`src/rtl/iss_pkg.sv`:
```
// ----------------------------------------------------------------------------
// Influence seed selector package
// Shared widths, codes and the command/status structs between the controller
// and the datapath.
// ----------------------------------------------------------------------------
package iss_pkg;

  localparam int unsigned MAX_NODES_DEF = 1024;
  localparam int unsigned MAX_EDGES_DEF = 8192;
  localparam int unsigned MAX_SEEDS_DEF = 64;

  localparam int unsigned KIND_W   = 2;
  localparam int unsigned SRC_W    = 10;
  localparam int unsigned WEIGHT_W = 17;
  localparam int unsigned SCORE_W  = 48;
  localparam int unsigned RANK_W   = 6;
  localparam int unsigned NODE_OUT_W = 10;
  localparam int unsigned ITER_W   = 5;
  localparam int unsigned SEEDCFG_W = 7;
  localparam int unsigned NODECFG_W = 11;
  localparam int unsigned CFG_IDX_W = 2;
  localparam int unsigned CFG_DATA_W = 11;
  localparam int unsigned IN_DATA_W = 40;
  localparam int unsigned OUT_DATA_W = 16;
  localparam int unsigned EDGE_W = 2 * SRC_W + WEIGHT_W;

  localparam logic [SCORE_W-1:0] SCORE_MAX = '1;

  typedef enum logic [KIND_W-1:0] {
    KIND_LOAD  = 2'd0,
    KIND_RUN   = 2'd1,
    KIND_CLEAR = 2'd2
  } kind_e;

  typedef enum logic [CFG_IDX_W-1:0] {
    CFG_NODE_COUNT = 2'd0,
    CFG_ITER_COUNT = 2'd1,
    CFG_SEED_COUNT = 2'd2
  } cfg_idx_e;

  typedef enum logic [3:0] {
    OP_NONE,
    OP_RUN_START,
    OP_CLR_WR,
    OP_EDGE_RD,
    OP_EDGE_LAT,
    OP_EDGE_MUL,
    OP_EDGE_WR,
    OP_BCPY_RD,
    OP_BCPY_WR,
    OP_PCPY_RD,
    OP_PCPY_WR,
    OP_MAX_RD,
    OP_MAX_CMP,
    OP_EMIT,
    OP_MARK,
    OP_SEED_NEXT
  } dp_op_e;

  typedef struct packed {
    dp_op_e op;
    logic   walk_base;
    logic   iter_next;
  } dp_cmd_t;

  typedef struct packed {
    logic v_last;
    logic e_end;
    logic it_end;
    logic r_last;
    logic out_busy;
    logic seeds_zero;
  } dp_stat_t;

endpackage

```
`src/rtl/iss_ctrl.sv`:
```
// ----------------------------------------------------------------------------
// Influence seed selector controller
// Sequences the sweeps and edge walks of one run and issues datapath commands.
// ----------------------------------------------------------------------------
module iss_ctrl (
  input  logic              clk_i,
  input  logic              rst_ni,
  input  logic              in_accept_i,
  input  logic [1:0]        in_kind_i,
  input  iss_pkg::dp_stat_t stat_i,
  output iss_pkg::dp_cmd_t  cmd_o,
  output logic              idle_o
);

  import iss_pkg::*;

  typedef enum logic [4:0] {
    S_IDLE, S_CLR, S_E_RD, S_E_LAT, S_E_MUL, S_E_WR, S_SC_RD, S_SC_WR,
    S_SNEXT, S_ICHK, S_PC_RD, S_PC_WR, S_ITER, S_M_RD, S_M_CMP, S_EMIT,
    S_MARK
  } state_e;

  state_e state_q, state_d;
  logic   walk_base_q, walk_base_d;
  logic   seed_copy_q, seed_copy_d;

  always_comb begin
    state_d       = state_q;
    walk_base_d   = walk_base_q;
    seed_copy_d   = seed_copy_q;
    cmd_o.op        = OP_NONE;
    cmd_o.walk_base = walk_base_q;
    cmd_o.iter_next = 1'b0;
    case (state_q)
      S_IDLE: begin
        if (in_accept_i && (in_kind_i == KIND_RUN) && !stat_i.seeds_zero) begin
          cmd_o.op = OP_RUN_START;
          state_d  = S_CLR;
        end
      end
      S_CLR: begin
        cmd_o.op = OP_CLR_WR;
        if (stat_i.v_last) begin
          walk_base_d = 1'b1;
          state_d     = S_E_RD;
        end
      end
      S_E_RD: begin
        cmd_o.op = OP_EDGE_RD;
        if (stat_i.e_end) begin
          if (walk_base_q) begin
            seed_copy_d = 1'b0;
            state_d     = S_SC_RD;
          end else begin
            state_d = S_ITER;
          end
        end else begin
          state_d = S_E_LAT;
        end
      end
      S_E_LAT: begin
        cmd_o.op = OP_EDGE_LAT;
        state_d  = S_E_MUL;
      end
      S_E_MUL: begin
        cmd_o.op = OP_EDGE_MUL;
        state_d  = S_E_WR;
      end
      S_E_WR: begin
        cmd_o.op = OP_EDGE_WR;
        state_d  = S_E_RD;
      end
      S_SC_RD: begin
        cmd_o.op = OP_BCPY_RD;
        state_d  = S_SC_WR;
      end
      S_SC_WR: begin
        cmd_o.op = OP_BCPY_WR;
        if (stat_i.v_last) begin
          state_d = seed_copy_q ? S_SNEXT : S_ICHK;
        end else begin
          state_d = S_SC_RD;
        end
      end
      S_SNEXT: begin
        cmd_o.op = OP_SEED_NEXT;
        state_d  = stat_i.r_last ? S_IDLE : S_ICHK;
      end
      S_ICHK: begin
        state_d = stat_i.it_end ? S_M_RD : S_PC_RD;
      end
      S_PC_RD: begin
        cmd_o.op = OP_PCPY_RD;
        state_d  = S_PC_WR;
      end
      S_PC_WR: begin
        cmd_o.op = OP_PCPY_WR;
        if (stat_i.v_last) begin
          walk_base_d = 1'b0;
          state_d     = S_E_RD;
        end else begin
          state_d = S_PC_RD;
        end
      end
      S_ITER: begin
        cmd_o.iter_next = 1'b1;
        state_d         = S_ICHK;
      end
      S_M_RD: begin
        cmd_o.op = OP_MAX_RD;
        state_d  = S_M_CMP;
      end
      S_M_CMP: begin
        cmd_o.op = OP_MAX_CMP;
        state_d  = stat_i.v_last ? S_EMIT : S_M_RD;
      end
      S_EMIT: begin
        if (!stat_i.out_busy) begin
          cmd_o.op = OP_EMIT;
          state_d  = S_MARK;
        end
      end
      S_MARK: begin
        cmd_o.op    = OP_MARK;
        seed_copy_d = 1'b1;
        state_d     = S_SC_RD;
      end
      default: begin
        state_d = S_IDLE;
      end
    endcase
  end

  always_ff @(posedge clk_i or negedge rst_ni) begin
    if (!rst_ni) begin
      state_q     <= S_IDLE;
      walk_base_q <= 1'b0;
      seed_copy_q <= 1'b0;
      idle_o      <= 1'b1;
    end else begin
      state_q     <= state_d;
      walk_base_q <= walk_base_d;
      seed_copy_q <= seed_copy_d;
      idle_o      <= (state_d == S_IDLE);
    end
  end

endmodule

```
`config.mk`:
```
export PLATFORM = sky130hd
export DESIGN_NAME = iss_ctrl
export DESIGN_NICKNAME = d
export VERILOG_FILES = /design/src/rtl/iss_pkg.sv /design/src/rtl/iss_ctrl.sv
export SDC_FILE = /design/constraint.sdc
export NUM_CORES = 1
export LEC_CHECK = 0
export BUFFER_PORTS_ARGS = -buffer_cell sky130_fd_sc_hd__buf_2
export CAP_MARGIN = 20
export CORE_ASPECT_RATIO = 1.1
export CORE_UTILIZATION = 44
export DETAILED_ROUTE_END_ITERATION = 8
export PLACE_DENSITY_LB_ADDON = 0.1
export SLEW_MARGIN = 30
export SYNTH_ARGS = -nofsm -noshare
export SYNTH_HDL_FRONTEND = slang
export SYNTH_SLANG_ARGS = --single-unit
```
`constraint.sdc`:
```
create_clock -name clk_i -period 3.5 [get_ports clk_i]
set_clock_uncertainty 0.2 [all_clocks]
set_input_delay 0.525 -clock clk_i [delete_from_list [all_inputs] [get_ports clk_i]]
set_output_delay 0.525 -clock clk_i [all_outputs]
set_load 0.02 [all_outputs]
```
# After elaboration in Yosys (flattened, before gate mapping)
# Cells that the tools add are included.
# word_totals
reg_bits	8
output_inout_bits	7
input_bits	11
elab_cells	56
# op_classes
n_mux	22
eq_ne	21
reduce_logical	9
# ops
cell	n
$pmux W5 S17	1
$pmux W4 S15	1
$eq A5 B4 Y1 const B	8
$eq A5 B3 Y1 const B	4
$mux W4	5
$mux W5	4
$eq A5 B2 Y1 const B	2
$logic_not A5 Y1	2
$ne A2 B2 Y1 const B	4
$mux W1	7
$reduce_and A3 Y1	2
$eq A5 B1 Y1 const B	1
$eq A5 B5 Y1 const B	1
$pmux W1 S2	2
$reduce_bool A2 Y1	2
$mux W3	1
$eq A2 B1 Y1 const B	1
$logic_and A1 B1 Y1	2
$mux W2	1
$logic_not A1 Y1	1

# Longest topological paths before layout
# Gate-level depths: netlist of the first run.
# logic_depth
word_depth	6
depth_mapped	7
ltp_nobuf	5

# Worst setup path before layout of the first run
# No wires, ideal clock.
# synth_timing
path_kind	reg-to-output
from	reg state_q[0]
to	out cmd_o[4] (netlist name)
path_buffers	3
path_stages_with_launch	7
path_slack_ns	1.226
t_required_ns	2.775
t_arrival_ns	1.549
path_cell_list	dfrtp_1 buf_6 buf_2 buf_2 o21ai_0 a221oi_1 o31ai_1
# synth_lines
item	line_no	text
start, declared	iss_ctrl.sv:23	state_e state_q, state_d;
start signal, assigned	iss_ctrl.sv:141	state_q <= state_d;
end, declared	iss_ctrl.sv:11	output iss_pkg::dp_cmd_t cmd_o,

==> impl_metrics.tcl, run 1 <==
set metrics [dict create \
    pwr-share-clk 0.079 \
    syn_to_final_growth_pct 6.29 \
    cts_root_buffer "clkbuf_4" \
    seq_area_um2 201 \
    fill_cells 202 \
    layout_common_cells "buf_2 (17), nand2_1 (15), a21oi_1 (10), nor2_1 (9), nor3_1 (8)" \
    final_common_cell "buf_2" \
    synth_simple_gate_area_frac 0.368 \
    whs_path_depth 2 \
    dp_slack_ps 1120 \
    syn_inst 122 \
    hpwl_mm 1.50 \
    setup_viol 0 \
    coreArea_um2 1840 \
    rsz0062_at_grt "no" \
    synth-compound-area-share 0.248 \
    avgSynthCellArea_um2 7.33 \
    fin_crit_sh 0.766 \
    clkLatencyLatePin_ps 250 \
    final_antenna_net_count 0 \
    fin_tns_setup_ps 0 \
    p_switching_mw 0.500 \
    cts.sinks 8 \
    synthArstFlopShare 1.00 \
    setup_slack_ps 817 \
    cts_max_path_buffers 2 \
    ir_drop_mv 0.484 \
    netSwitchingFraction 0.541 \
    yosysWarnings 0 \
    synth_area_um2 895 \
    drcViolationCount 0 \
    drtIter0Drc 23 \
    synth_nets 133 \
    track_usage 0.206 \
    grt_overflow_total 0 \
    dpl-instance-area_um2 915 \
    cts_max_level 1 \
    portBuffers 17 \
    ys_ff_latch 8 \
    multi_input_area_um2 572 \
    status "finished clean" \
    cts_tree "done" \
    numCtsBuffers 3 \
    final_area_um2 951 \
    cp_max_fo 26 \
    p_leak_nw 0.389 \
    rows 16 \
    antenna_found_initial 0 \
    synthXorXnorAreaFrac 0 \
    required_ps 2770 \
    start_util 0.486 \
    drv_slew 0 \
    arrival_ps 1960 \
    grt_max_degree 29 \
    routed_via_density 5.84 \
    clk_pin_slew_worst_paths_ps 50 \
    globalplace.congestion 0.773 \
    grt_first_pass_wirelength_mm 3.52 \
    synth_adder_area_share 0 \
    yosysUniqueCellTypes 39 \
    relSlewSlack 0.499 \
    drv_cap 0 \
    cts_setup_buffers 0 \
    post_synth_mux_area_share 0.0238 \
    holdWs_ps 313 \
    powerDensity_nw_per_um2 971 \
    period_minus_slack_ps 2680 \
    crit_type "reg2out" \
    fmax_mhz 373 \
    ys_seq_area_frac 0.225 \
    wirelength_mm 2.14 \
    drive_above_1_share 0.206 \
    worst_pin_slew_ps 751 \
    dr.pass1.iters 4 \
    startpoint_type "flop" \
    cp-end-kind "output pin" \
    ios 18 \
    p_int_mw 0.423 \
    synth_edf_count 0 \
    die_area_um2 2220 \
    hp-class "reg2reg" \
    routedWlPerCell_um 13.5 \
    die-width_um 45.0 \
    rr_worst_depth 5 \
    pwr-share-comb 0.680 \
    seqPwrFrac 0.240 \
    synth_ff_type "dfrtp_1" \
    die-height_um 49.3 \
    nets 143 \
    vias 922 \
    hold_violations 0 \
    synth_top_family_by_area "simple AND/OR/NAND/NOR gates" \
    diodes 0 \
    grt_pass1_vias 792 \
]
[power groups by stage]
stage	clock network, mW	registers, mW	logic, mW
2_1_floorplan	0	0.150	0.621
3_3_place_gp	0	0.223	0.617
3_5_place_dp	0	0.222	0.621
4_1_cts	0.0755	0.221	0.625
5_1_grt	0.0837	0.231	0.696
6_report	0.0733	0.222	0.628
[sequential cells by signal (all words and copies together) (netlist names)]
name	flops
idle_o	1
seed_copy_q	1
walk_base_q	1
state_q	5
[area by class of cell]
type / instances / share of cell area
multi-input combinational: 97 / 0.601
timing repair buffer: 20 / 0.116
clock buffer: 4 / 0.0276
tap: 27 / 0.0355
sequential: 8 / 0.212
inverter: 2 / 0.00789
[repair_timing]
| item | 4_1_cts | 5_1_grt |
|---|---|---|
| gates resized for setup | 0 | 0 |
| hold endpoints to repair | 7 | 0 |
| hold buffers | 1 | 0 |
[cells in the mapped netlist (2+ instances only)]
master | n | share of area
nand4_1 | 2 | 0.014
o22ai_1 | 3 | 0.021
or3_1 | 3 | 0.021
nand3_1 | 4 | 0.022
nor3_1 | 8 | 0.045
nor2_1 | 9 | 0.038
buf_2 | 7 | 0.039
a21oi_1 | 10 | 0.056
a31oi_1 | 4 | 0.028
o21ai_0 | 4 | 0.022
buf_4 | 3 | 0.025
inv_1 | 2 | 0.0084
nor2b_1 | 4 | 0.028
o21ai_1 | 3 | 0.017
dfrtp_1 | 7 | 0.20
nand2_1 | 15 | 0.063
o31ai_1 | 2 | 0.017
nor3b_1 | 3 | 0.025
or3b_1 | 2 | 0.020
buf_6 | 5 | 0.063
nand2b_1 | 4 | 0.028
[cell families after synthesis]
logic type | after synthesis
mux | 2
compound gates | 35
buf+inv | 17
simple gates | 60
flops | 8
[path summary, 6_finish.rpt]
check                            startpoint          end  slack, ps
worst max register to register   state_q[2]       idle_o       1250
worst min register to register  seed_copy_q  seed_copy_q        310
worst min-delay path            seed_copy_q  seed_copy_q        310
worst max-delay path             state_q[2]     cmd_o[3]        820
max in group asynchronous            rst_ni       idle_o       2420
min in group asynchronous            rst_ni   state_q[2]        440
[layer usage]
layer  routed length [µm]  vias up  share of wire  track usage
met5                    0        -              0            0
met2                 1070       35           0.50        0.326
li1                     -      460              -            -
met4                   19        0         0.0089       0.0859
met1                  966      425           0.45        0.277
met3                   87        2          0.041       0.0222
[worst max-delay path, cell delays in order (launching register included)]
cell and delay [ps]:
dfrtp_1 810, nand2b_1 240, nor2_1 80, nand2b_1 190
a21oi_1 140, o21ai_1 70, buf_2 180
[stage by stage]
step,power [mW],instances,utilization
after global placement,0.840,153,0.497
after detailed placement,0.842,153,0.497
after floorplan,0.770,122,-
final,0.923,158,0.516
after global routing,1.01,158,0.516
after CTS,0.921,158,0.516
Power figures use the tool's default switching activity.
==> run 2: changes to the inputs <==
- clock period: 3.5 -> 2.5 ns (I/O delays scaled with it)
==> impl_metrics.tcl, run 2 (synthesized netlist as in run 1, its figures left out) <==
set metrics [dict create \
    start_util 0.486 \
    diodes 0 \
    dp_slack_ps 427 \
    hold_violations 0 \
    period_minus_slack_ps 2330 \
    top_layer "met4" \
    clk_pin_slew_worst_paths_ps 60 \
    hpwl_mm 1.64 \
    p_leak_nw 0.409 \
    dr.pass1.iters 4 \
    required_ps 1920 \
    grt_first_pass_wirelength_mm 3.79 \
    rows 16 \
    top_register "state_q" \
    vias 942 \
    coreArea_um2 1840 \
    fin_tns_setup_ps 0 \
    relSlewSlack 0.610 \
    routed_via_density 5.81 \
    fin_crit_sh 0.933 \
    cts_tree "done" \
    cp_max_fo 19 \
    cp_top_family "flip-flops" \
    numCtsBuffers 3 \
    setup_slack_ps 167 \
    setup_viol 0 \
    die_area_um2 2220 \
    wl_met1_mm 1.04 \
    ir_drop_mv 0.670 \
    drtIter0Drc 34 \
    syn_to_final_growth_pct 9.65 \
    routedWlPerCell_um 13.7 \
    startpoint_type "flop" \
    dr_wl_met3_um 77 \
    largest_reg_flops 5 \
    rsz0062_at_grt "no" \
    cp-end-kind "output pin" \
    drv_slew 0 \
    arrival_ps 1760 \
    cts_root_buffer "clkbuf_4" \
    cts_setup_buffers 0 \
    portBuffers 17 \
    p_total_mw 1.34 \
    globalplace.congestion 0.815 \
    final_util 0.533 \
    wirelength_mm 2.21 \
    powerDensity_nw_per_um2 1370 \
    drv_cap 0 \
    drive_above_1_share 0.230 \
    cts.sinks 8 \
    cp_slowest_cell "dfrtp_1" \
    final_antenna_net_count 0 \
    ios 18 \
    worst_pin_slew_ps 585 \
    die-width_um 45.0 \
    grt_overflow_total 0 \
    crit_buf_inv 1 \
    cts_max_path_buffers 2 \
    track_usage 0.222 \
    fill_cells 209 \
    hp-class "in2reg" \
    hold_buffers 1 \
    die-height_um 49.3 \
    crit_type "reg2out" \
    nets 147 \
    grt_pass1_vias 830 \
    slowest_delay_ps 710 \
    wl_met2_mm 1.05 \
    grt_max_degree 20 \
    cts.repair.resized 0 \
    status "finished clean" \
    antenna_found_initial 0 \
    fmax_mhz 429 \
    clkLatencyLatePin_ps 250 \
    layout_common_cells "buf_2 (17), nand2_1 (15), a21oi_1 (10), nor2_1 (9), nor3_1 (8)" \
    crit_chain "nor4b_2, a31oi_1, o22ai_1, buf_2" \
    final_common_cell "buf_2" \
    cts_max_level 1 \
    drcViolationCount 0 \
]
==> run 2: where the power goes <==
part	internal [mW]	switching, mW
Sequential	0.183	0.102
Combinational	0.389	0.563
Clock	0.0612	0.0455
==> run 2: final timing paths <==
kind	cells after the start	to	startpoint	slack (ps)
setup / recovery	4	cmd_o[5]	state_q[4]	170
hold / removal	2	state_q[4]	stat_i[1]	200
setup reg to reg	6	idle_o	state_q[3]	410
hold reg to reg	2	seed_copy_q	seed_copy_q	290
max in group asynchronous	2	idle_o	rst_ni	1580
min in group asynchronous	2	state_q[4]	rst_ni	290
==> run 2: worst register-to-register path, cell delays in order (launching register included) <==
cell,delay [ps]
dfrtp_1,520
buf_4,240
nor3b_1,140
o21ai_1,140
o311ai_1,110
or4_1,490
nor4_2,160
==> run 2: final cells by class <==
type,count,area [µm²],area share
flip-flops and latches,8,201,0.205
clock buffers,4,26.3,0.0268
well taps,27,33.8,0.0344
repair buffers,24,140,0.143
inverters,2,7.51,0.00765
multi-input cells,97,572,0.583
==> run 2: stage by stage <==
step	instances	hold slack (ps)	instance area, µm²
CTS	162	195	981
global route	162	209	981
detailed placement	157	27.4	945
global placement	157	22.1	945
floorplan	122	-121	895
finish	162	201	981
==> run 2: layer usage <==
| layer | vias to the layer above | global-route usage |
|---|---|---|
| met4 | 0 | 0.0808 |
| met3 | 4 | 0.0148 |
| met1 | 440 | 0.328 |
| li1 | 472 | - |
| met2 | 26 | 0.331 |
| met5 | - | 0 |
